**src/rtl/core/bsmh_ram.sv**
```systemverilog
`timescale 1ns / 1ps
// Generic single-write, single-read RAM with registered read data.
// No dependencies.
module bsmh_ram #(
	parameter int WIDTH = 8,
	parameter int DEPTH = 4
) (
	input  logic                     clk,
	input  logic                     we,
	input  logic [$clog2(DEPTH)-1:0] waddr,
	input  logic [WIDTH-1:0]         wdata,
	input  logic [$clog2(DEPTH)-1:0] raddr,
	output logic [WIDTH-1:0]         rdata
);

	logic [WIDTH-1:0] mem [DEPTH];

	always_ff @(posedge clk) begin
		if (we) begin
			mem[waddr] <= wdata;
		end
		rdata <= mem[raddr];
	end

endmodule

```
**config.mk**
```make
export PLATFORM = sky130hd
export DESIGN_NAME = bsmh_ram
export DESIGN_NICKNAME = d
export VERILOG_FILES = /design/src/rtl/core/bsmh_ram.sv
export SDC_FILE = /design/constraint.sdc
export NUM_CORES = 1
export LEC_CHECK = 0
export BUFFER_PORTS_ARGS = -buffer_cell sky130_fd_sc_hd__buf_4
export CAP_MARGIN = 25
export CORE_MARGIN = 2
export CORE_UTILIZATION = 35
export DETAILED_ROUTE_END_ITERATION = 7
export GPL_TIMING_DRIVEN = 0
export SYNTH_ARGS = -nofsm -noshare
export SYNTH_HDL_FRONTEND = slang
export SYNTH_SLANG_ARGS = --single-unit
```
**constraint.sdc**
```tcl
create_clock -name clk -period 2.8 [get_ports clk]
set_input_delay 0.28 -clock clk [delete_from_list [all_inputs] [get_ports clk]]
set_output_delay 0.28 -clock clk [all_outputs]
set_load 0.01 [all_outputs]
```
==> results of run 1 <==
-- path summary, 6_finish.rpt --
path | endpoint | startpoint | slack (ns) | depth (start not counted)
worst max-delay path | mem[0][7] | waddr[0] | 1.57 | 3
worst min-delay path | mem[2][1] | wdata[1] | 0.19 | 1
worst max register to register | rdata[1] | mem[3][1] | 1.83 | 1
worst min register to register | rdata[4] | mem[3][4] | 0.56 | 1
-- report_power, final --
group / internal, mW / total [mW] / switching, mW
registers: 0.677 / 0.685 / 0.00758
clock network: 0.170 / 0.348 / 0.179
logic: 0.0441 / 0.0774 / 0.0333
-- routing by layer --
layer  routed length (um)  up-vias  GRT usage, %
met3                  131        2         5.111
met2                 1036       23         16.25
met1                  835      308         12.80
li1                     -      274             -
met5                    0        -             0
met4                   18        0         6.122
-- per-stage QoR --
stage,worst slack [ns],power [mW]
floorplan,1.456,0.7333
global placement,0.8752,0.7733
detailed placement,1.247,0.7777
CTS,1.552,1.127
global route,1.508,1.159
finish,1.571,1.111
-- sequential cells by signal (all words and copies together) (netlist names) --
signal  flops
rdata       8
mem        32
-- cell usage after synthesis (all sizes together) --
| master | n |
|---|---|
| dfxtp | 8 |
| clkbuf | 1 |
| nor3b | 1 |
| buf | 1 |
| and3 | 1 |
| and3b | 2 |
| edfxtp | 32 |
| mux4 | 8 |
-- kinds of logic after synthesis --
| family | count (synthesis) | synth area share (%) |
|---|---|---|
| flops | 40 | 83.12 |
| mux | 8 | 13.36 |
| buf+inv | 2 | 1.206 |
| simple gates | 4 | 2.320 |
-- final cells by class --
type,instances,area (um^2),share of cell area [%]
sequential,40,1121,68.40
tap,48,60.06,3.664
multi-input combinational,12,211.5,12.90
clock buffer,6,72.57,4.427
timing repair buffer,20,150.1,9.160
clock inverter,2,7.507,0.4580
buffer,2,16.27,0.9924
==> impl_metrics.py, run 1 <==
metrics = {
    "cts": {
        "cts-root-buf": "clkbuf_8",
        "holdBufCountCts": 0,
        "cts_tree": "done",
        "clkTransAtPathRegs_ns": 0.07,
        "cts_made_buffers": 5,
        "worstSkewPairLatency_ns": 0.28,
        "post_cts_buffers": 0,
        "cts_buffer_depth": 2,
        "h-tree-depth": 2,
        "post_cts_resize_count": 0,
        "clock-sinks": 40,
    },
    "power": {
        "vdd_drop_max_uv": 341.5,
        "p_leak_nw": 0.5804,
        "p_per_area_nw_per_um2": 677.7,
    },
    "critical_path": {
        "cpLargestDelayFamily": "simple AND/OR/NAND/NOR gates",
        "cpPeakStageDelay_ns": 0.55,
        "cp_data_arrival_time_ns": 1.22,
        "path_class": "in2reg",
        "cp_cell_sequence": "buf_4 > nor3b_1 > buf_4",
        "endpoint_kind": "flip-flop",
        "cp_max_fo": 5,
        "cpMostUsedCell": "buf_4",
        "cpMaxStageDelayCell": "nor3b_1",
        "critPathRequiredTime_ns": 2.79,
        "start_kind": "input pin",
        "cp.buffers_inverters": 2,
    },
    "yosys": {
        "synth.area.top_cells": "edfxtp_1 (71%), mux4_2 (13%), dfxtp_1 (12%)",
        "synthesis.nets": 68,
        "ys_types": 8,
        "synth_top_area_share_pct": 71.24,
        "yosys.area.top_type": "edfxtp_1",
        "syn_avg_cell_area_um2": 24.98,
        "synth_warnings": 0,
        "syn_area_um2": 1349,
        "syn_inst": 54,
        "ys_ff_latch": 40,
        "synth-seq-area-share_pct": 83.12,
    },
    "routing": {
        "routedWlPerCell_um": 15.55,
        "drc": 0,
        "ant_nets": 0,
        "dr_total_vias": 607,
        "dr.first_iter.drc_count": 37,
        "totalWireLength_mm": 2.021,
        "viasPerCell": 4.669,
        "first_pass_iters": 4,
    },
    "final_layout": {
        "utilization_pct": 44.44,
        "final_cells": 130,
        "mostFrequentLayoutCells": "edfxtp_1 (32), buf_4 (20), mux4_2 (8), dfxtp_1 (8), clkbuf_8 (5)",
        "drive_gt1_share_pct": 42.68,
        "fin_nets": 95,
        "design_area_um2": 1639,
        "layout_commonest_cell": "edfxtp_1",
        "diodes": 0,
        "synthToLayoutAreaGrowth_pct": 21.52,
        "fillers": 335,
    },
    "timing": {
        "setup_viol": 0,
        "min_period_ns": 1.229,
        "finalMaxSlewViolations": 0,
        "tns_ns": 0,
        "fin_skew_ns": 0.005271,
        "hold_viol": 0,
        "rsz0062_at_grt": "false",
        "max_slew_margin_pct": 57.36,
        "worstMarginPinSlew_ns": 0.6382,
        "finalCritPeriodShare_pct": 43.88,
        "hold_ws_ns": 0.1931,
        "fmax_mhz": 813.9,
    },
    "placement": {
        "hpwl_mm": 1.309,
        "gp_congestion": 0.6354,
        "io_buffers": 19,
        "place_inst": 122,
        "dpl-instance-area_um2": 1559,
    },
    "min_path": {
        "hold_class": "in2reg",
    },
    "status": {
        "run_status": "complete, no violations",
    },
    "floorplan": {
        "ioPinCount": 22,
        "dieArea_um2": 4367,
        "rows": 22,
        "dieWidth_um": 66.08,
        "initial_core_util_pct": 36.57,
        "die_h_um": 66.08,
        "core_area_um2": 3689,
    },
    "global_route": {
        "grt_overflow": 0,
        "antenna_found_initial": 0,
        "grt_pass1_wl_mm": 3.118,
        "gr-usage-all-layers_pct": 10.86,
        "grt_max_degree": 13,
        "grt_pass1_vias": 604,
    },
    "flow_run": {
        "maxCapViolCount": 0,
    },
}
No activity file was read; power rests on OpenSTA's default activity.
==> run 2: changes to the inputs <==
clock period = 1 ns   (was 2.8 ns; I/O delays follow)
==> run 2 against run 1 <==
Against the previous run:
- global-route usage up 0.86 points
- clock power rose to 3.7 times the previous value
- combinational power rose to 3.0 times the previous value
- register-to-register slack lost 1.8 ns
- critical path depth is 2 lower
- cell count is 2.3% higher
- flip-flop and latch count did not move
- wire length is 7.1% higher
- highest routed layer unchanged
- worst hold slack worse by 0.18 ns
- die area is the same
==> impl_metrics.py, run 2 (synthesis gave the netlist of run 1 again) <==
metrics = {
    "timing": {
        "rsz0062_at_grt": "false",
        "fin_skew_ns": 0.003500,
        "setup_viol": 0,
        "finalCritPeriodShare_pct": 97.13,
        "finalMaxSlewViolations": 0,
        "worstMarginPinSlew_ns": 0.5310,
        "setup_slack_ns": 0.02873,
        "hold_viol": 0,
        "fmax_mhz": 1030,
        "hold_ws_ns": 0.01221,
        "min_period_ns": 0.9713,
        "max_slew_margin_pct": 64.56,
    },
    "final_layout": {
        "multi_input_area_um2": 222.7,
        "final-seq-area_um2": 1121,
        "drive_gt1_share_pct": 43.53,
        "synthToLayoutAreaGrowth_pct": 26.81,
        "diodes": 0,
        "largest_reg_flops": 32,
        "final_cells": 133,
        "layout_commonest_cell": "edfxtp_1",
        "reg_top3": "mem: 32 flops, rdata: 8 flops",
        "fin_nets": 98,
        "top_register": "mem",
        "mostFrequentLayoutCells": "edfxtp_1 (32), buf_4 (19), mux4_2 (8), dfxtp_1 (8), clkbuf_8 (5)",
        "fillers": 329,
    },
    "critical_path": {
        "cpMaxStageDelayCell": "mux4_2",
        "crit_start": "mem[3][5]",
        "cp.buffers_inverters": 0,
        "rr_startpoint": "mem[3][5]",
        "cp_data_arrival_time_ns": 1.14,
        "endpoint_kind": "flip-flop",
        "cpLargestDelayFamily": "multiplexers",
        "cp_max_fo": 1,
        "cpPeakStageDelay_ns": 0.48,
        "path_class": "reg2reg",
        "critPathRequiredTime_ns": 1.17,
        "start_kind": "flip-flop",
        "cp_cell_sequence": "mux4_2",
    },
    "cts": {
        "cts_buffer_depth": 2,
        "cts_tree": "done",
        "h-tree-depth": 2,
        "clkTransAtPathRegs_ns": 0.08,
        "clock-sinks": 40,
        "cts_made_buffers": 5,
        "worstSkewPairLatency_ns": 0.29,
        "post_cts_buffers": 0,
        "cts-root-buf": "clkbuf_8",
    },
    "routing": {
        "totalWireLength_mm": 2.165,
        "wl_met3_um": 104,
        "first_pass_iters": 4,
        "ant_nets": 0,
        "routedWlPerCell_um": 16.28,
        "dr_total_vias": 622,
        "viasPerCell": 4.677,
        "drc": 0,
        "top_layer_used": "met4",
        "dr.first_iter.drc_count": 19,
        "dr_wl_met2_mm": 1.136,
        "wl_met1_um": 885,
    },
    "flow_run": {
        "maxCapViolCount": 0,
    },
    "floorplan": {
        "rows": 22,
        "die_h_um": 66.08,
        "core_area_um2": 3689,
        "dieWidth_um": 66.08,
        "dieArea_um2": 4367,
        "ioPinCount": 22,
        "initial_core_util_pct": 36.57,
    },
    "global_route": {
        "antenna_found_initial": 0,
        "grt_overflow": 0,
        "gr-usage-all-layers_pct": 11.72,
        "grt_pass1_vias": 713,
        "grt_max_degree": 13,
        "grt_pass1_wl_mm": 3.339,
    },
    "power": {
        "p_leak_nw": 0.6115,
        "p_per_area_nw_per_um2": 2008,
        "vdd_drop_max_uv": 938.8,
        "total_power_mw": 3.435,
    },
    "min_path": {
        "hold_class": "in2reg",
        "hold_path.startpoint": "wdata[5]",
    },
    "status": {
        "run_status": "complete, no violations",
    },
    "placement": {
        "gp_congestion": 0.6341,
        "io_buffers": 19,
        "place_inst": 121,
        "dp_slack_ns": -0.2802,
    },
}
==> run 2: cell count changes in the layout (fill, tap and decap cells not counted) <==
cell	change
clkinv_1	-2
bufinv_16	+1
dlygate4sd3_1	+4
clkinv_2	+1
buf_4	-1
nor3b_1	-1
nor3b_4	+1
==> run 2: power by group <==
| group | switching (mW) | internal, mW |
|---|---|---|
| Sequential | 0.0226 | 1.90 |
| Clock | 0.544 | 0.740 |
| Combinational | 0.0980 | 0.134 |
==> run 2: worst paths after layout <==
check	end	slack (ns)	cells past startpoint
worst max-delay path	rdata[5]	0.03	1
worst min register to register	rdata[4]	0.56	1
worst max register to register	rdata[5]	0.03	1
worst min-delay path	mem[3][5]	0.01	1
==> run 2: what timing repair did <==
action / CTS / global route
endpoints found under the hold margin: 6 / 8
gates resized for setup: 0 / 1
setup endpoints to repair: 0 / 8
hold buffers: 2 / 2
==> run 2: routing by layer <==
layer  vias to the layer above  GRT usage [%]
met5                         -              0
met4                         0          8.418
met3                         4          5.281
met2                        20          19.38
met1                       317          11.48
li1                        281              -
==> run 2: final cells by class <==
class	instances	share of cell area, %
plain buffers	2	0.9510
well taps	48	3.511
clock inverters	2	2.048
repair buffers	23	10.68
clock buffers	6	4.243
multi-input cells	12	13.02
flip-flops and latches	40	65.55
==> run 2: stage by stage <==
stage | utilization (%) | setup TNS [ns] | cell area, um^2
after floorplan | - | 0 | 1354
after global placement | 42.20 | -3.179 | 1556
after detailed placement | 42.20 | -3.762 | 1556
after CTS | 45.66 | 0 | 1684
after global routing | 46.37 | 0 | 1710
final | 46.37 | 0 | 1710
