===== src/rtl/core/bsmh_pkg.sv =====
`timescale 1ns / 1ps
// Shared types and constants for the box stacking block.
// No dependencies; every other file but bsmh_ram imports this package.
package bsmh_pkg;

	localparam int FIELD_W  = 16;
	localparam int HEIGHT_W = 23;
	localparam logic [HEIGHT_W-1:0] HEIGHT_MAX = 23'h7FFFFF;

	typedef struct packed {
		logic [FIELD_W-1:0] dim_x;
		logic [FIELD_W-1:0] dim_y;
		logic [FIELD_W-1:0] dim_z;
		logic               last_box;
	} box_beat_t;

	typedef struct packed {
		logic [HEIGHT_W-1:0] max_height;
		logic                overflowed;
	} result_beat_t;

	// loader status seen by the top level
	typedef struct packed {
		logic busy;
		logic go;
		logic overflow;
	} load_stat_t;

	// finished stack height offered by the chain engine
	typedef struct packed {
		logic                valid;
		logic [HEIGHT_W-1:0] height;
	} chain_res_t;

endpackage


===== src/rtl/core/bsmh_load.sv =====
`timescale 1ns / 1ps
// Box loader: sorts one box's sides and writes its three orientations.
// Depends on bsmh_pkg.
module bsmh_load #(
	parameter int CAP = 96,
	parameter int DW  = 16
) (
	input  logic                       clk,
	input  logic                       arst_n,
	input  logic                       take,
	input  logic [DW-1:0]              dx,
	input  logic [DW-1:0]              dy,
	input  logic [DW-1:0]              dz,
	input  logic                       last,
	input  logic                       clear,
	output bsmh_pkg::load_stat_t       stat,
	output logic [$clog2(CAP+1)-1:0]   count,
	output logic                       we,
	output logic [$clog2(CAP)-1:0]     waddr,
	output logic [3*DW-1:0]            wdata
);
	import bsmh_pkg::*;

	localparam int CW = $clog2(CAP + 1);
	localparam int AW = $clog2(CAP);

	localparam logic [1:0] PH_A = 2'd0;
	localparam logic [1:0] PH_B = 2'd1;
	localparam logic [1:0] PH_C = 2'd2;

	logic [DW-1:0] s0, s1, s2, t0, t1, t2;
	logic [DW-1:0] lo_q, mid_q, hi_q;
	logic [1:0]    phase_q;
	logic          busy_q, fit_q, last_q, go_q, ovf_q;
	logic [CW-1:0] count_q;
	logic          fit;

	// three compare-swap steps
	always_comb begin
		t0 = (dx > dy) ? dy : dx;
		t1 = (dx > dy) ? dx : dy;
		t2 = dz;
		s2 = (t1 > t2) ? t1 : t2;
		t1 = (t1 > t2) ? t2 : t1;
		s0 = (t0 > t1) ? t1 : t0;
		s1 = (t0 > t1) ? t0 : t1;
	end

	assign fit = ({1'b0, count_q} + (CW+1)'(3)) <= (CW+1)'(CAP);

	always_ff @(posedge clk or negedge arst_n) begin
		if (!arst_n) begin
			busy_q  <= 1'b0;
			phase_q <= PH_A;
			fit_q   <= 1'b0;
			last_q  <= 1'b0;
			go_q    <= 1'b0;
			ovf_q   <= 1'b0;
			count_q <= '0;
		end else begin
			go_q <= 1'b0;
			if (clear) begin
				count_q <= '0;
				ovf_q   <= 1'b0;
			end
			if (take) begin
				busy_q  <= 1'b1;
				phase_q <= PH_A;
				fit_q   <= fit;
				last_q  <= last;
				if (!fit) begin
					ovf_q <= 1'b1;
				end
			end else if (busy_q) begin
				if (fit_q) begin
					count_q <= count_q + CW'(1);
				end
				if (phase_q == PH_C) begin
					busy_q <= 1'b0;
					go_q   <= last_q;
				end
				phase_q <= phase_q + 2'd1;
			end
		end
	end

	always_ff @(posedge clk) begin
		if (take) begin
			lo_q  <= s0;
			mid_q <= s1;
			hi_q  <= s2;
		end
	end

	// orientation word: {height, short side, long side}
	always_comb begin
		case (phase_q)
			PH_A:    wdata = {lo_q, mid_q, hi_q};
			PH_B:    wdata = {mid_q, lo_q, hi_q};
			default: wdata = {hi_q, lo_q, mid_q};
		endcase
	end

	assign we            = busy_q && fit_q;
	assign waddr         = count_q[AW-1:0];
	assign count         = count_q;
	assign stat.busy     = busy_q;
	assign stat.go       = go_q;
	assign stat.overflow = ovf_q;

endmodule


===== config.mk =====
export PLATFORM = sky130hd
export DESIGN_NAME = bsmh_load
export DESIGN_NICKNAME = d
export VERILOG_FILES = /design/src/rtl/core/bsmh_pkg.sv /design/src/rtl/core/bsmh_load.sv
export SDC_FILE = /design/constraint.sdc
export NUM_CORES = 1
export LEC_CHECK = 0
export BUFFER_PORTS_ARGS = -buffer_cell sky130_fd_sc_hd__buf_2
export CAP_MARGIN = 20
export CORE_AREA = 5 5 120 122
export DETAILED_ROUTE_END_ITERATION = 16
export DIE_AREA = 0 0 125 127
export PLACE_DENSITY_LB_ADDON = 0.3
export SETUP_SLACK_MARGIN = 0.1
export SYNTH_ARGS = -nofsm -noshare
export SYNTH_HDL_FRONTEND = slang
export SYNTH_SLANG_ARGS = --single-unit

===== constraint.sdc =====
create_clock -name clk -period 2.18 [get_ports clk]
set_clock_uncertainty 0.1 [all_clocks]
set_input_delay 0.218 -clock clk [delete_from_list [all_inputs] [get_ports clk]]
set_output_delay 0.218 -clock clk [all_outputs]
set_load 0.1 [all_outputs]

==> qor.csv, run 1 <==
metric,value,unit
synth.distinct_cells,51,
synth-xor-area-share,0.332,%
worst_setup_path_start_kind,input pin,
die_w,125,um
drive_above_1_share,58.7,%
finalHoldViolations,0,
total_power,17.4,mW
synth_top_cell_area_share,27.3,%
cts_buffers,9,
grt_usage,25.2,%
yosysMostFrequentCell,nand2_1,
synth_flop_cell,edfxtp_1,
gp_congestion,0.983,
fin_crit_sh,267,%
fin_ws,-3.64,ns
finalSetupViolCount,63,
initial_utilization,40.3,%
clockBufferDepth,2,
syn_inst,594,
synth-adder-area-share,12.8,%
rows,42,
final_area,10200,um^2
placeableCoreArea,13100,um^2
holdCritPathClass,input pin to register,
synthMuxAreaShare,6.88,%
grt_pass1_vias,6092,
root_buffer,clkbuf_16,
antenna_found_initial,0,
synth_common_cells,"nand2_1, inv_1, ha_1",
status,finished with violations,
ys_warn_count,0,
period_needed,5.82,ns
path_clk_slew,0.05,ns
async_flop_share,22.6,%
timing.fmax,172,MHz
power_density,1710,nW/um^2
fin_tns_setup,-142.99,ns
die_area,15900,um^2
yosysTopAreaCell,edfxtp_1,
dp_hpwl,13400,um
path_max_fanout,8,
syn_to_final_growth,93.2,%
drc_errors,0,
diodes,0,
fin_nets,987,
synth-edff-count,48,
end_kind,register,
synthTopCellsByArea,"edfxtp_1, ha_1, dfrtp_1, nand2_1, a222oi_1",
max-slew-margin-rel,55.0,%
nFillCells,728,
syn_avg_cell_area,8.88,um^2
ir_drop,0.00117,V
path_class,input pin to register,
violations,setup timing,
max_cap_violations,0,
drt_iter0_drc,838,
synth_nets,701,
grt_remaining_overflow,0,
tritoncts,built,
worst_hold_slack,0.0413,ns
synth_top_family_by_area,compound AO/OA/AOI/OAI gates,
drv_slew,0,
io_pins,119,
cts_max_level,3,
worst_slew_pin_slew,0.675,ns
wl_per_cell,20.9,um
die_y,127,um
synthSimpleGateAreaFrac,13.2,%
clock_sinks,62,
place_area,7800,um^2
critPathArrivalTime,5.78,ns
rsz0062_at_grt,true,
ys_ff_latch,62,
post_drt_via_cell_ratio,5.85,
grt_pass1_wl,32500,um
syn-cell-area,5280,um^2
synth-compound-area-share,23.2,%
insertion_delay,0.32,ns
grt_max_degree,54,
drtAntennaViolNets,0,
drt_wl_total,22100,um
io_buffers,118,
ys_seq_area_share,33.9,%
p_leak,4.65,nW
drt-pass1-iter-count,13,
num_vias,6200,
required,2.15,ns
-- final cells by class --
cell class / count / area [um^2] / area share (%)
clock inverter: 5 / 98.8 / 0.969
timing repair buffer: 317 / 3280 / 32.2
clock buffer: 10 / 229 / 2.25
sequential: 62 / 1800 / 17.7
tap: 176 / 220 / 2.16
inverter: 72 / 308 / 3.02
multi-input combinational: 418 / 4260 / 41.7
-- metal layers --
layer	global-route usage, %	part of all wire, %	vias up
met2	44.6	50	413
met1	32.0	38	2942
met5	0	0	-
li1	-	-	2769
met4	6.63	3.7	0
met3	4.34	8.3	76
-- path summary, 6_finish.rpt --
check                              startpoint                  to  slack (ns)  cells past startpoint
setup / recovery                       dy[10]  mid_q[2]$_DFFE_PP_       -3.64                     27
hold / removal                           last  last_q$_DFFE_PN0P_        0.04                      2
max in group asynchronous              arst_n  count[0]$_DFF_PN0_        1.49                      2
hold reg to reg            last_q$_DFFE_PN0P_  last_q$_DFFE_PN0P_        0.41                      1
min in group asynchronous              arst_n  count[6]$_DFF_PN0_        0.23                      2
setup reg to reg           count[0]$_DFF_PN0_   fit_q$_DFFE_PN0P_        0.20                      8
-- through the flow --
| step | worst slack, ns | utilization (%) | instances |
|---|---|---|---|
| after floorplan | -3.05 | - | 594 |
| after global placement | -3.78 | 59.6 | 967 |
| after detailed placement | -3.97 | 59.6 | 967 |
| after CTS | -3.19 | 74.5 | 1041 |
| after global routing | -3.80 | 77.9 | 1060 |
| final | -3.64 | 77.9 | 1060 |
-- layout by cell type, fill, tap and decap left out, drive strengths merged, types with 4 or more instances in the layout --
master / count
clkbuf: 11
mux2i: 16
edfxtp: 48
nor2: 14
a222oi: 32
dfrtp: 14
nand4: 12
buf: 313
and2: 5
inv: 72
nand2: 93
mux2: 18
nand2b: 4
a21oi: 26
nand3: 13
a21o: 4
ha: 54
a22oi: 16
a22o: 16
o21ai: 60
-- flip-flops by register name, indices dropped and copies added (netlist names) --
register  cells
busy_q        1
phase_q       2
hi_q         16
fit_q         1
go_q          1
count         7
lo_q         16
mid_q        16
ovf_q         1
last_q        1
-- critical path, stage by stage --
cell	delay (ns)
buf_6	0.07
inv_2	0.04
ha_4	0.26
nand4_1	0.19
a311oi_2	0.29
a211o_1	0.17
o31a_4	0.23
buf_12	0.18
mux2i_4	0.29
inv_1	0.11
ha_4	0.29
nand4_1	0.20
buf_4	0.23
nor4_4	0.33
a21o_4	0.23
buf_12	0.14
nand2_1	0.05
o21ai_1	0.11
ha_1	0.31
a21oi_1	0.20
nand2_1	0.09
a221o_1	0.36
o31a_4	0.41
nand2b_4	0.11
o21ai_4	0.07
buf_6	0.14
a222oi_1	0.48
-- kinds of logic after synthesis --
logic type,count (synthesis)
AOI/OAI and AO/OA,173
and+or+nand+nor,154
buffers and inverters,115
DFF,62
adders and majority gates,54
muxes,34
xor gates and xnor gates,2
-- what timing repair did --
action,in CTS,in global routing
endpoints found under the setup margin,98,98
hold buffers,1,0
resized for setup,243,71
endpoints found under the hold margin,14,0
cloned,12,0
pin swaps,74,27
buffers inserted,46,21
-- power breakdown --
group | leakage, nW | internal [mW] | switching, mW
logic | 3.85 | 5.43 | 8.41
clock network | 0.160 | 1.10 | 0.493
registers | 0.644 | 1.65 | 0.317
Power figures use the tool's default switching activity.
==> run 2: changes to the inputs <==
- BUFFER_PORTS_ARGS: -buffer_cell sky130_fd_sc_hd__buf_2 -> default
- CTS_CLUSTER_SIZE: default -> 28
- DONT_BUFFER_PORTS: default -> 1
==> qor.csv, run 2 (same netlist as run 1, synthesis figures left out) <==
metric,value,unit,change
holdCritPathClass,input pin to register,,
seq_area,1810,um^2,+0.28%
placeableCoreArea,13100,um^2,unchanged
drt_wl_total,19000,um,-14%
die_y,127,um,unchanged
nFillCells,892,,+23%
required,2.17,ns,+0.02 ns
fin_util,68.6,%,-9.3 points
rr_worst_depth,9,,+1
die_area,15900,um^2,unchanged
grt_max_degree,54,,unchanged
fin_ws,-3.52,ns,+0.120 ns
worst_setup_path_start_kind,input pin,,
multiInputGateArea,4220,um^2,-0.85%
path_max_fanout,8,,unchanged
preCtsSetupSlack,-4.21,ns,-0.234 ns
antenna_found_initial,0,,unchanged
hold_end,hi_q[13]$_DFFE_PP_,,
max-slew-margin-rel,53.3,%,-1.7 points
grt_pass1_wl,28800,um,-11%
drc_errors,0,,unchanged
fin_cells,932,,-12%
fin_crit_sh,261,%,-5.5 points
path_class,input pin to register,,
cp_common_cell,buf_6,,
end_kind,register,,
gp_congestion,0.909,,-7.5%
grt_usage,22.3,%,-2.9 points
period_needed,5.70,ns,-0.120 ns
cts_max_level,3,,unchanged
io_pins,119,,unchanged
rr_startpoint,count[1]$_DFF_PN0_,,
rows,42,,unchanged
drv_slew,0,,unchanged
dp_hpwl,12800,um,-4.6%
slowest_stage,a222oi_1,,
reg2reg_slack,0.18,ns,-0.02 ns
initial_utilization,40.3,%,unchanged
cts_buffers,9,,unchanged
path_clk_slew,0.05,ns,about the same
grt_remaining_overflow,0,,unchanged
insertion_delay,0.32,ns,about the same
finalSetupViolCount,55,,-13%
final_common_cell,buf_4,,
grt_pass1_vias,5459,,-10%
clock_sinks,62,,unchanged
dp.cells,847,,-12%
drt_iter0_drc,449,,-46%
diodes,0,,unchanged
r2r_end,fit_q$_DFFE_PN0P_,,
wl_per_cell,20.3,um,-2.6%
fin_nets,858,,-13%
syn_to_final_growth,70.2,%,
critPathArrivalTime,5.68,ns,-0.10 ns
post_drt_via_cell_ratio,5.82,,-0.56%
tritoncts,built,,
max_cap_violations,0,,unchanged
rsz0062_at_grt,true,,
timing.fmax,175,MHz,+2.1%
clockBufferDepth,2,,unchanged
finalHoldViolations,0,,unchanged
num_vias,5421,,-13%
violations,setup timing,,
io_buffers,0,,-100%
hold_depth,2,,unchanged
drive_above_1_share,51.9,%,-6.9 points
root_buffer,clkbuf_16,,
fin_tns_setup,-132.28,ns,+10.71 ns
status,finished with violations,,
drtAntennaViolNets,0,,unchanged
die_w,125,um,unchanged
hp-start,dz[13],,
cpPeakStageDelay,0.41,ns,-0.07 ns
drt-pass1-iter-count,9,,-4
top_regs,"hi_q: 16 flops, lo_q: 16 flops, mid_q: 16 flops",,
worst_slew_pin_slew,0.699,ns,+0.0238 ns
most-common-layout-cells,"buf_4, inv_1, edfxtp_1, nand2_1, ha_1",,
-- run 2: changes by cell type in the layout (fill, tap and decap cells not counted), sizes merged --
cell,before,now
dlygate4sd3,1,9
o21bai,2,1
bufinv,3,2
clkinv,2,3
buf,313,179
clkinvlp,0,2
clkbuf,11,9
bufbuf,2,1
-- run 2: area by class of cell --
type	instances	share of cell area (%)
Timing Repair Buffer	189	23.5
Clock inverter	7	1.09
Multi-Input combinational cell	417	47.0
Sequential cell	62	20.1
Inverter	72	3.41
Clock buffer	9	2.51
Tap cell	176	2.45
-- run 2: critical path, delay by kind of cell --
kind	cells	cell delay [ns]
buf+inv	9	1.14
simple gates	5	0.71
fa+ha+maj	3	0.87
mux	1	0.26
compound gates	12	2.45
-- run 2: metrics by stage --
step                      hold slack [ns]  cell area (um^2)
after floorplan                    -0.178              5800
after CTS                         0.00506              8620
after global placement             -0.177              6900
after global routing             0.000938              8980
after detailed placement           -0.177              6900
final                             0.00737              8980
-- run 2: worst max-delay path by stage --
stage               slack (ns)  depth (start not counted)             endpoint    from
finish                   -3.52                         30    lo_q[5]$_DFFE_PP_  dy[11]
global route             -3.70                         30    lo_q[6]$_DFFE_PP_  dy[11]
global placement         -3.95                         26   mid_q[3]$_DFFE_PP_  dy[11]
CTS                      -3.35                         32   mid_q[0]$_DFFE_PP_  dy[11]
floorplan                -3.05                         29  mid_q[10]$_DFFE_PP_  dy[15]
detailed placement       -4.21                         27   mid_q[0]$_DFFE_PP_  dy[11]
-- run 2: timing repair --
| item | CTS | global route |
|---|---|---|
| hold buffers | 7 | 3 |
| resized for setup | 155 | 82 |
| endpoints found under the hold margin | 72 | 3 |
| buffers inserted | 36 | 17 |
| gates cloned | 10 | 0 |
| setup endpoints to repair | 98 | 98 |
| pin swaps | 83 | 52 |
-- run 2: per-layer routing --
layer,vias to the layer above,routed length [um],global-route usage (%)
met4,0,331,6.57
li1,2528,-,-
met5,-,0,0
met2,255,9400,37.7
met3,29,1460,5.01
met1,2609,7770,28.8
Power of run 2 is left out: the tool's default activity adds up to more than one toggle a clock period on the data nets, which glitch-free logic cannot reach.
