### src/rtl/core/bsmh_pkg.sv
`timescale 1ns / 1ps
// Shared types and constants for the box stacking block.
// No dependencies; every other file but bsmh_ram imports this package.
package bsmh_pkg;

	localparam int FIELD_W  = 16;
	localparam int HEIGHT_W = 23;
	localparam logic [HEIGHT_W-1:0] HEIGHT_MAX = 23'h7FFFFF;

	typedef struct packed {
		logic [FIELD_W-1:0] dim_x;
		logic [FIELD_W-1:0] dim_y;
		logic [FIELD_W-1:0] dim_z;
		logic               last_box;
	} box_beat_t;

	typedef struct packed {
		logic [HEIGHT_W-1:0] max_height;
		logic                overflowed;
	} result_beat_t;

	// loader status seen by the top level
	typedef struct packed {
		logic busy;
		logic go;
		logic overflow;
	} load_stat_t;

	// finished stack height offered by the chain engine
	typedef struct packed {
		logic                valid;
		logic [HEIGHT_W-1:0] height;
	} chain_res_t;

endpackage

### src/rtl/core/bsmh_chain.sv
`timescale 1ns / 1ps
// Chain engine: sequencer around one shared multiply/compare pipeline that
// runs the longest-chain dynamic program. Depends on bsmh_pkg.
module bsmh_chain #(
	parameter int CAP = 96,
	parameter int DW  = 16
) (
	input  logic                              clk,
	input  logic                              arst_n,
	input  logic                              go,
	input  logic [$clog2(CAP+1)-1:0]          n,
	input  logic                              res_take,
	output bsmh_pkg::chain_res_t              res,
	output logic                              busy,
	output logic [$clog2(CAP)-1:0]            o_raddr,
	input  logic [3*DW-1:0]                   o_rdata,
	output logic                              dp_we,
	output logic [$clog2(CAP)-1:0]            dp_waddr,
	output logic [bsmh_pkg::HEIGHT_W:0]       dp_wdata,
	output logic [$clog2(CAP)-1:0]            dp_raddr,
	input  logic [bsmh_pkg::HEIGHT_W:0]       dp_rdata
);
	import bsmh_pkg::*;

	localparam int CW = $clog2(CAP + 1);
	localparam int AW = $clog2(CAP);
	localparam int AR = 2 * DW;

	localparam logic [2:0] ST_IDLE = 3'd0;
	localparam logic [2:0] ST_CLR  = 3'd1;
	localparam logic [2:0] ST_PICK = 3'd2;
	localparam logic [2:0] ST_DOM  = 3'd3;
	localparam logic [2:0] ST_WRB  = 3'd4;
	localparam logic [2:0] ST_OUT  = 3'd5;

	logic [2:0]          state_q;
	logic [CW-1:0]       idx_q, rnd_q;
	logic                v_s1, v_s2;
	logic [AW-1:0]       idx_s1, idx_s2;
	logic [AR-1:0]       area_s2;
	logic [DW-1:0]       a_s2, b_s2, h_s2;
	logic                proc_s2;
	logic [HEIGHT_W-1:0] best_s2;
	logic                found_q;
	logic [AW-1:0]       pick_q;
	logic [AR-1:0]       parea_q;
	logic [DW-1:0]       pa_q, pb_q, ph_q;
	logic [HEIGHT_W-1:0] below_q, top_q;
	logic                issue, drained;
	logic [DW-1:0]       rd_h, rd_a, rd_b;
	logic [HEIGHT_W:0]   sum;
	logic [HEIGHT_W-1:0] sat;

	assign issue   = ((state_q == ST_PICK) || (state_q == ST_DOM)) && (idx_q != n);
	assign drained = !issue && !v_s1 && !v_s2;
	assign {rd_h, rd_a, rd_b} = o_rdata;

	assign sum = {1'b0, below_q} + (HEIGHT_W+1)'(ph_q);
	assign sat = sum[HEIGHT_W] ? HEIGHT_MAX : sum[HEIGHT_W-1:0];

	assign o_raddr  = idx_q[AW-1:0];
	assign dp_raddr = idx_q[AW-1:0];
	assign dp_we    = (state_q == ST_CLR) || (state_q == ST_WRB);
	assign dp_waddr = (state_q == ST_WRB) ? pick_q : idx_q[AW-1:0];
	assign dp_wdata = (state_q == ST_WRB) ? {1'b1, sat} : '0;

	// shared unit: read, then multiply into a register, then compare
	always_ff @(posedge clk) begin
		idx_s1  <= idx_q[AW-1:0];
		idx_s2  <= idx_s1;
		area_s2 <= AR'(rd_a) * AR'(rd_b);
		a_s2    <= rd_a;
		b_s2    <= rd_b;
		h_s2    <= rd_h;
		proc_s2 <= dp_rdata[HEIGHT_W];
		best_s2 <= dp_rdata[HEIGHT_W-1:0];
	end

	always_ff @(posedge clk or negedge arst_n) begin
		if (!arst_n) begin
			state_q <= ST_IDLE;
			idx_q   <= '0;
			rnd_q   <= '0;
			v_s1    <= 1'b0;
			v_s2    <= 1'b0;
			found_q <= 1'b0;
			pick_q  <= '0;
			parea_q <= '0;
			pa_q    <= '0;
			pb_q    <= '0;
			ph_q    <= '0;
			below_q <= '0;
			top_q   <= '0;
		end else begin
			v_s1 <= issue;
			v_s2 <= v_s1;
			if (issue) begin
				idx_q <= idx_q + CW'(1);
			end
			case (state_q)
				ST_IDLE: begin
					if (go) begin
						top_q <= '0;
						idx_q <= '0;
						state_q <= (n == '0) ? ST_OUT : ST_CLR;
					end
				end
				ST_CLR: begin
					// drop processed marks of every stored orientation
					idx_q <= idx_q + CW'(1);
					if ((idx_q + CW'(1)) == n) begin
						idx_q   <= '0;
						rnd_q   <= '0;
						found_q <= 1'b0;
						state_q <= ST_PICK;
					end
				end
				ST_PICK: begin
					// keep the first unprocessed entry of largest base area
					if (v_s2 && !proc_s2 && (!found_q || (area_s2 > parea_q))) begin
						found_q <= 1'b1;
						pick_q  <= idx_s2;
						parea_q <= area_s2;
						pa_q    <= a_s2;
						pb_q    <= b_s2;
						ph_q    <= h_s2;
					end
					if (drained) begin
						idx_q   <= '0;
						below_q <= '0;
						state_q <= ST_DOM;
					end
				end
				ST_DOM: begin
					// tallest processed stack that strictly contains the pick
					if (v_s2 && proc_s2 && (a_s2 > pa_q) && (b_s2 > pb_q) &&
					    (best_s2 > below_q)) begin
						below_q <= best_s2;
					end
					if (drained) begin
						state_q <= ST_WRB;
					end
				end
				ST_WRB: begin
					if (sat > top_q) begin
						top_q <= sat;
					end
					rnd_q <= rnd_q + CW'(1);
					idx_q <= '0;
					found_q <= 1'b0;
					state_q <= ((rnd_q + CW'(1)) == n) ? ST_OUT : ST_PICK;
				end
				ST_OUT: begin
					if (res_take) begin
						state_q <= ST_IDLE;
					end
				end
				default: begin
					state_q <= ST_IDLE;
				end
			endcase
		end
	end

	assign res.valid  = (state_q == ST_OUT);
	assign res.height = top_q;
	assign busy       = (state_q != ST_IDLE);

endmodule

### config.mk
export PLATFORM = sky130hd
export DESIGN_NAME = bsmh_chain
export DESIGN_NICKNAME = d
export VERILOG_FILES = /design/src/rtl/core/bsmh_pkg.sv /design/src/rtl/core/bsmh_chain.sv
export SDC_FILE = /design/constraint.sdc
export NUM_CORES = 1
export LEC_CHECK = 0
export ABC_AREA = 1
export BUFFER_PORTS_ARGS = -buffer_cell sky130_fd_sc_hd__buf_4
export CAP_MARGIN = 10
export CELL_PAD_IN_SITES_DETAIL_PLACEMENT = 1
export CELL_PAD_IN_SITES_GLOBAL_PLACEMENT = 1
export CORE_MARGIN = 4
export CORE_UTILIZATION = 52
export CTS_BUF_LIST = sky130_fd_sc_hd__clkbuf_4
export DETAILED_ROUTE_END_ITERATION = 12
export HOLD_SLACK_MARGIN = 0.02
export PLACE_DENSITY = 0.94
export SYNTH_ARGS = -nofsm -noshare
export SYNTH_HDL_FRONTEND = slang
export SYNTH_SLANG_ARGS = --single-unit
### constraint.sdc
create_clock -name clk -period 9.6 [get_ports clk]
set_clock_uncertainty 0.1 [all_clocks]
set_input_delay 1.92 -clock clk [delete_from_list [all_inputs] [get_ports clk]]
set_output_delay 1.92 -clock clk [all_outputs]
set_load 0.02 [all_outputs]
==> results of run 1 <==
[worst max-delay path, stage by stage]
cell and delay, ns:
buf_4 0.31, nand2_1 0.16, fa_1 0.58, fa_1 0.46, fa_1 0.53, inv_1 0.06
fa_1 0.46, fa_1 0.54, inv_1 0.05, fa_1 0.52, inv_1 0.04, ha_1 0.38
nand2_1 0.11, inv_1 0.11, nand3_1 0.09, nor3_1 0.28, nand4_1 0.15, nand3_1 0.24
nand3_1 0.11, o211ai_1 0.12, xor2_1 0.17
[where the power goes]
group          leakage, nW  internal [mW]  switching [mW]
clock network        0.602          0.573           0.558
registers             2.91           1.57           0.286
logic                 10.2           2.40            4.38
total                 13.7           4.54            5.22
[how the worst max path moves through the flow]
stage / to / startpoint / slack [ns] / depth (start not counted)
2_1_floorplan: area_s2[30] / o_rdata[16] / 2.36 / 20
3_3_place_gp: area_s2[30] / o_rdata[16] / 2.24 / 19
3_5_place_dp: area_s2[29] / o_rdata[9] / 2.04 / 24
4_1_cts: area_s2[29] / o_rdata[9] / 2.90 / 24
5_1_grt: area_s2[28] / o_rdata[27] / 2.64 / 21
6_report: area_s2[28] / o_rdata[27] / 2.80 / 21
[flip-flops by register name, summed over array words and instances (netlist names), 16 cells and up]
register / flops
pb_q: 16
ph_q: 16
parea_q: 32
b_s2: 16
best_s2: 23
top_q: 23
below_q: 23
h_s2: 16
area_s2: 32
a_s2: 16
pa_q: 16
[cells in the mapped netlist, drive strengths merged (14+ instances only)]
cell	n	area [µm²]
dfrtp	153	3829
nand2	676	2542
nand3b	26	195.2
nand3	91	460.4
inv	574	2155
nor2	166	638.1
a21oi	166	958.4
ha	232	2903
clkbuf	80	300.3
xor2	36	315.3
o21ai	81	405.4
buf	30	203.9
fa	195	3904
xnor2	26	227.7
nand4	24	150.1
dfxtp	118	2362
nor3	14	75.07
[layer usage]
layer	vias up	GRT usage [%]	part of all wire [%]	wire length, µm
met4	0	17.26	5.6	4072
met5	-	0	0	0
met1	9678	36.80	38	27610
met3	290	6.101	5.7	4156
li1	8664	-	-	-
met2	710	57.81	51	37380
[kinds of logic (layout without fill, tap and decap cells)]
kind of cell / Yosys count / in the layout
compound gates: 291 / 291
mux: 1 / 1
xor+xnor: 62 / 62
fa+ha+maj: 427 / 427
other cells: 0 / 4
simple gates: 1007 / 1007
flops: 271 / 271
buf+inv: 684 / 872
[through the flow]
| step | util [%] | setup slack [ns] | hold slack, ns |
|---|---|---|---|
| 5_1_grt | 58.16 | 2.644 | 0.2314 |
| 2_1_floorplan | - | 2.362 | 0.2096 |
| 3_5_place_dp | 55.80 | 2.041 | 0.2135 |
| 3_3_place_gp | 55.80 | 2.241 | 0.2102 |
| 4_1_cts | 58.15 | 2.903 | 0.2274 |
| 6_report | 58.18 | 2.796 | 0.2265 |
[area by class of cell]
cell class / count / area, µm²
antenna: 4 / 10.01
clock buffer: 121 / 908.4
clock inverter: 19 / 78.83
fill: 5165 / 17540
inverter: 574 / 2155
multi-input combinational: 1788 / 13200
sequential: 271 / 6191
tap: 539 / 674.4
timing repair buffer: 158 / 1190
==> results.toml, run 1 <==
[worst_setup_path]
rr_worst_depth = 19
arrival_ns = 7.42
required_ns = 10.21
rrSetupSlack_ns = 4.48
worstSetupEndpointType = "flip-flop"
crit_fanout = 18
crit_type = "primary input to flip-flop"
cp-start-kind = "primary input"
r2r_start = "below_q[2]"
r2r_end = "top_q[20]"

[synth]
synth.avg_cell_area_um2 = 8.029
synthAdderAreaFrac_pct = 30.91
synth_top_family_by_area = "adder cells"
synth_edf_count = 0
syn_nets = 3253
async_flop_share_pct = 56.46
syn_area_um2 = 22020
synthCells = 2743
synth_warnings = 0
synth_simple_gate_area_share_pct = 18.78
synth_top_flop_cell = "dfrtp_1"
synth_compound_area_share_pct = 7.618
synth-xor-area-share_pct = 2.466
seq_area_frac_synth_pct = 28.11
ys_seq_elements = 271
synthMuxAreaShare_pct = 0.04545
synth.distinct_cells = 41

[clocking]
clock-sinks = 271
cts_buffer_depth = 3
htree_levels = 3
cts-resized-gates = 0
clkLatencyLatePin_ns = 0.79
root_buffer = "clkbuf_4"
cts_buffers = 76
holdBufCountCts = 0
postCtsSetupBuffers = 0
cts_tree = "yes"
path_clk_slew_ns = 0.09

[min_path]
hp-class = "flip-flop to flip-flop"
holdPathStages = 0
holdPathEnd = "idx_s2[1]"
hp-start = "idx_s1[1]"

[final_layout]
nets = 3379
stdcell_area_um2 = 24400
drive_above_1_share_pct = 11.53
layout.cells.non_filler = 3474
layout_common_cells = "nand2_1, inv_1, ha_1"
layout_commonest_cell = "nand2_1"
synthToLayoutAreaGrowth_pct = 10.81

[global_routing]
grt_max_degree = 84
grt_pass1_wl_um = 116300
antenna_found_initial = 4
grt_pass1_vias = 22230
grt_usage_pct = 32.40
grt_overflow = 0

[floorplan]
die_width_um = 213.8
die_area_um2 = 45710
rows = 75
initial_utilization_pct = 52.50
core_um2 = 41950
num_io_pins = 154
die_h_um = 213.8

[detailed_routing]
wl_per_cell_um = 21.08
vias = 19340
dr.pass1.iters = 5
routed_wirelength_um = 73220
drc = 0
drt_iter0_drc = 1233
viasPerCell = 5.568
antenna_left = 0

[outcome]
status = "finished, final reports clean"

[sta]
max_freq_ghz = 0.1470
slew_headroom_pct = 34.67
worst_pin_slew_ns = 0.9789
drv_slew = 0
grt_setup_unrepaired = "no"
hold_viol_final = 0
min_period_over_period_pct = 70.87
final.setup.tns_ns = 0
setup_viol = 0
min_period_ns = 6.804

[power_and_ir_drop]
peakVddDrop_mv = 0.3543
power_density_nw_per_um2 = 400.2
leakage_nw = 13.67
power_mw = 9.766

[placement]
place_area_um2 = 23410
gp_congestion = 0.9300
placed_cells = 3330
dp_hpwl_um = 52820
io_buffers = 153

[run]
maxCapViolations = 0
Power figures use the tool's default switching activity.
==> run 2: changes to the inputs <==
Settings changed: CORE_UTILIZATION 52 to 48, PLACE_DENSITY 0.94 to 0.88.
Clock period 9.6 ns to 6.8 ns, I/O delays scaled along.
==> run 2 against run 1 <==
  * Sequential power increased by 41%
  * Setup slack worse by 2.4 ns
  * Critical path depth did not move
  * Design area is 1.6% higher
  * First-iteration DRC count is 19% lower
  * Cell count grew 2.7%
  * Flip-flop and latch count stayed put
  * Count of clock-buffer cells in the layout down 1
  * Via count shrank 1.2%
  * Non-clock buffer count up 31
  * Critical endpoint is now area_s2[24]
  * Highest routed layer unchanged
==> results.toml, run 2 (same netlist as run 1, synthesis figures left out) <==
[final_layout]
synthToLayoutAreaGrowth_pct = 12.55
nets = 3412
layout.cells.non_filler = 3568
post-route-util_pct = 54.62
largestRegisters = "area_s2 x32, parea_q x32"
layout_common_cells = "nand2_1, inv_1, ha_1"
fill_cells = 5570
drive_above_1_share_pct = 12.48
layout_commonest_cell = "nand2_1"
stdcell_area_um2 = 24790

[global_routing]
grt_usage_pct = 28.75
grt_pass1_wl_um = 113800
antenna_found_initial = 2
grt_max_degree = 91
grt_overflow = 0
grt_pass1_vias = 22150

[placement]
placed_cells = 3422
place_area_um2 = 23730
dp_hpwl_um = 53580
io_buffers = 153
gp_congestion = 0.8869

[sta]
slew_headroom_pct = 26.60
setup_viol = 0
max_freq_ghz = 0.1565
finalHoldWorstSlack_ns = 0.2261
min_period_over_period_pct = 93.97
min_period_ns = 6.390
drv_slew = 0
worst_pin_slew_ns = 1.098
hold_viol_final = 0
grt_setup_unrepaired = "no"

[worst_setup_path]
arrival_ns = 6.92
cp-start-kind = "primary input"
required_ns = 7.33
worstSetupEndpointType = "flip-flop"
crit_type = "primary input to flip-flop"
crit_fanout = 14

[floorplan]
initial_utilization_pct = 48.53
core_um2 = 45380
rows = 78
die_width_um = 222.2
die_h_um = 222.2
die_area_um2 = 49370
num_io_pins = 154

[detailed_routing]
drt_iter0_drc = 999
routed_wirelength_um = 70180
wl_per_cell_um = 19.67
dr.pass1.iters = 5
antenna_left = 0
drc = 0
viasPerCell = 5.354
vias = 19100

[power_and_ir_drop]
peakVddDrop_mv = 0.5438
leakage_nw = 13.85
power_density_nw_per_um2 = 563.0
power_mw = 13.96

[run]
maxCapViolations = 0

[clocking]
cts_tree = "yes"
cts_buffer_depth = 3
cts_buffers = 78
path_clk_slew_ns = 0.06
clock-sinks = 271
clkLatencyLatePin_ns = 0.79
htree_levels = 3
postCtsSetupBuffers = 0
cts-resized-gates = 0
root_buffer = "clkbuf_4"
holdBufCountCts = 0

[outcome]
status = "finished, final reports clean"

[min_path]
hp-class = "flip-flop to flip-flop"
[run 2: metal layers]
metal | up-vias | GRT usage, % | wire (µm)
met1 | 9549 | 32.30 | 27190
met3 | 254 | 4.637 | 2982
met2 | 573 | 53.04 | 36630
met5 | - | 0 | 0
li1 | 8727 | - | -
met4 | 0 | 13.75 | 3364
[run 2: worst paths after layout]
kind / start / to / slack [ns] / depth (start not counted)
min in group asynchronous: arst_n / pb_q[9] / 0.48 / 1
worst max register to register: below_q[0] / top_q[17] / 1.82 / 21
worst min-delay path: idx_s1[4] / idx_s2[4] / 0.23 / 0
worst max-delay path: o_rdata[25] / area_s2[24] / 0.41 / 21
worst min register to register: idx_s1[4] / idx_s2[4] / 0.23 / 0
max in group asynchronous: arst_n / parea_q[27] / 4.83 / 2
[run 2: cell type report]
class / count / area [µm²] / share of cell area (%)
clock inverter: 23 / 151.4 / 0.6108
multi-input combinational: 1788 / 13200 / 53.24
tap: 600 / 750.7 / 3.029
timing repair buffer: 189 / 1435 / 5.790
inverter: 574 / 2155 / 8.692
antenna: 3 / 7.507 / 0.03029
clock buffer: 120 / 900.9 / 3.634
sequential: 271 / 6191 / 24.98
[run 2: report_power, final]
| part | internal (mW) | total (mW) | switching (mW) |
|---|---|---|---|
| combinational | 3.64 | 9.71 | 6.07 |
| sequential | 2.22 | 2.60 | 0.384 |
| clock | 0.881 | 1.65 | 0.766 |
| total | 6.73 | 14.0 | 7.22 |
[run 2: critical path, cell delays in order]
cell and delay (ns):
buf_4 0.22, buf_4 0.18, nand2_1 0.15, fa_1 0.60, fa_1 0.45, fa_1 0.47, fa_1 0.56, inv_1 0.09
fa_1 0.56, inv_1 0.08, fa_1 0.54, inv_1 0.05, ha_1 0.35, nand2_1 0.09, inv_1 0.08, nand3_1 0.09
nor3_1 0.24, nand4_1 0.13, nand3_1 0.22, a21oi_1 0.11, xnor2_1 0.27
[run 2: metrics by stage]
stage | worst slack, ns | setup TNS [ns]
final | 0.4098 | 0
after global routing | 0.2235 | 0
after CTS | 0.5378 | 0
after detailed placement | -0.1939 | -0.6396
after global placement | 0.04999 | 0
after floorplan | 0.1220 | 0
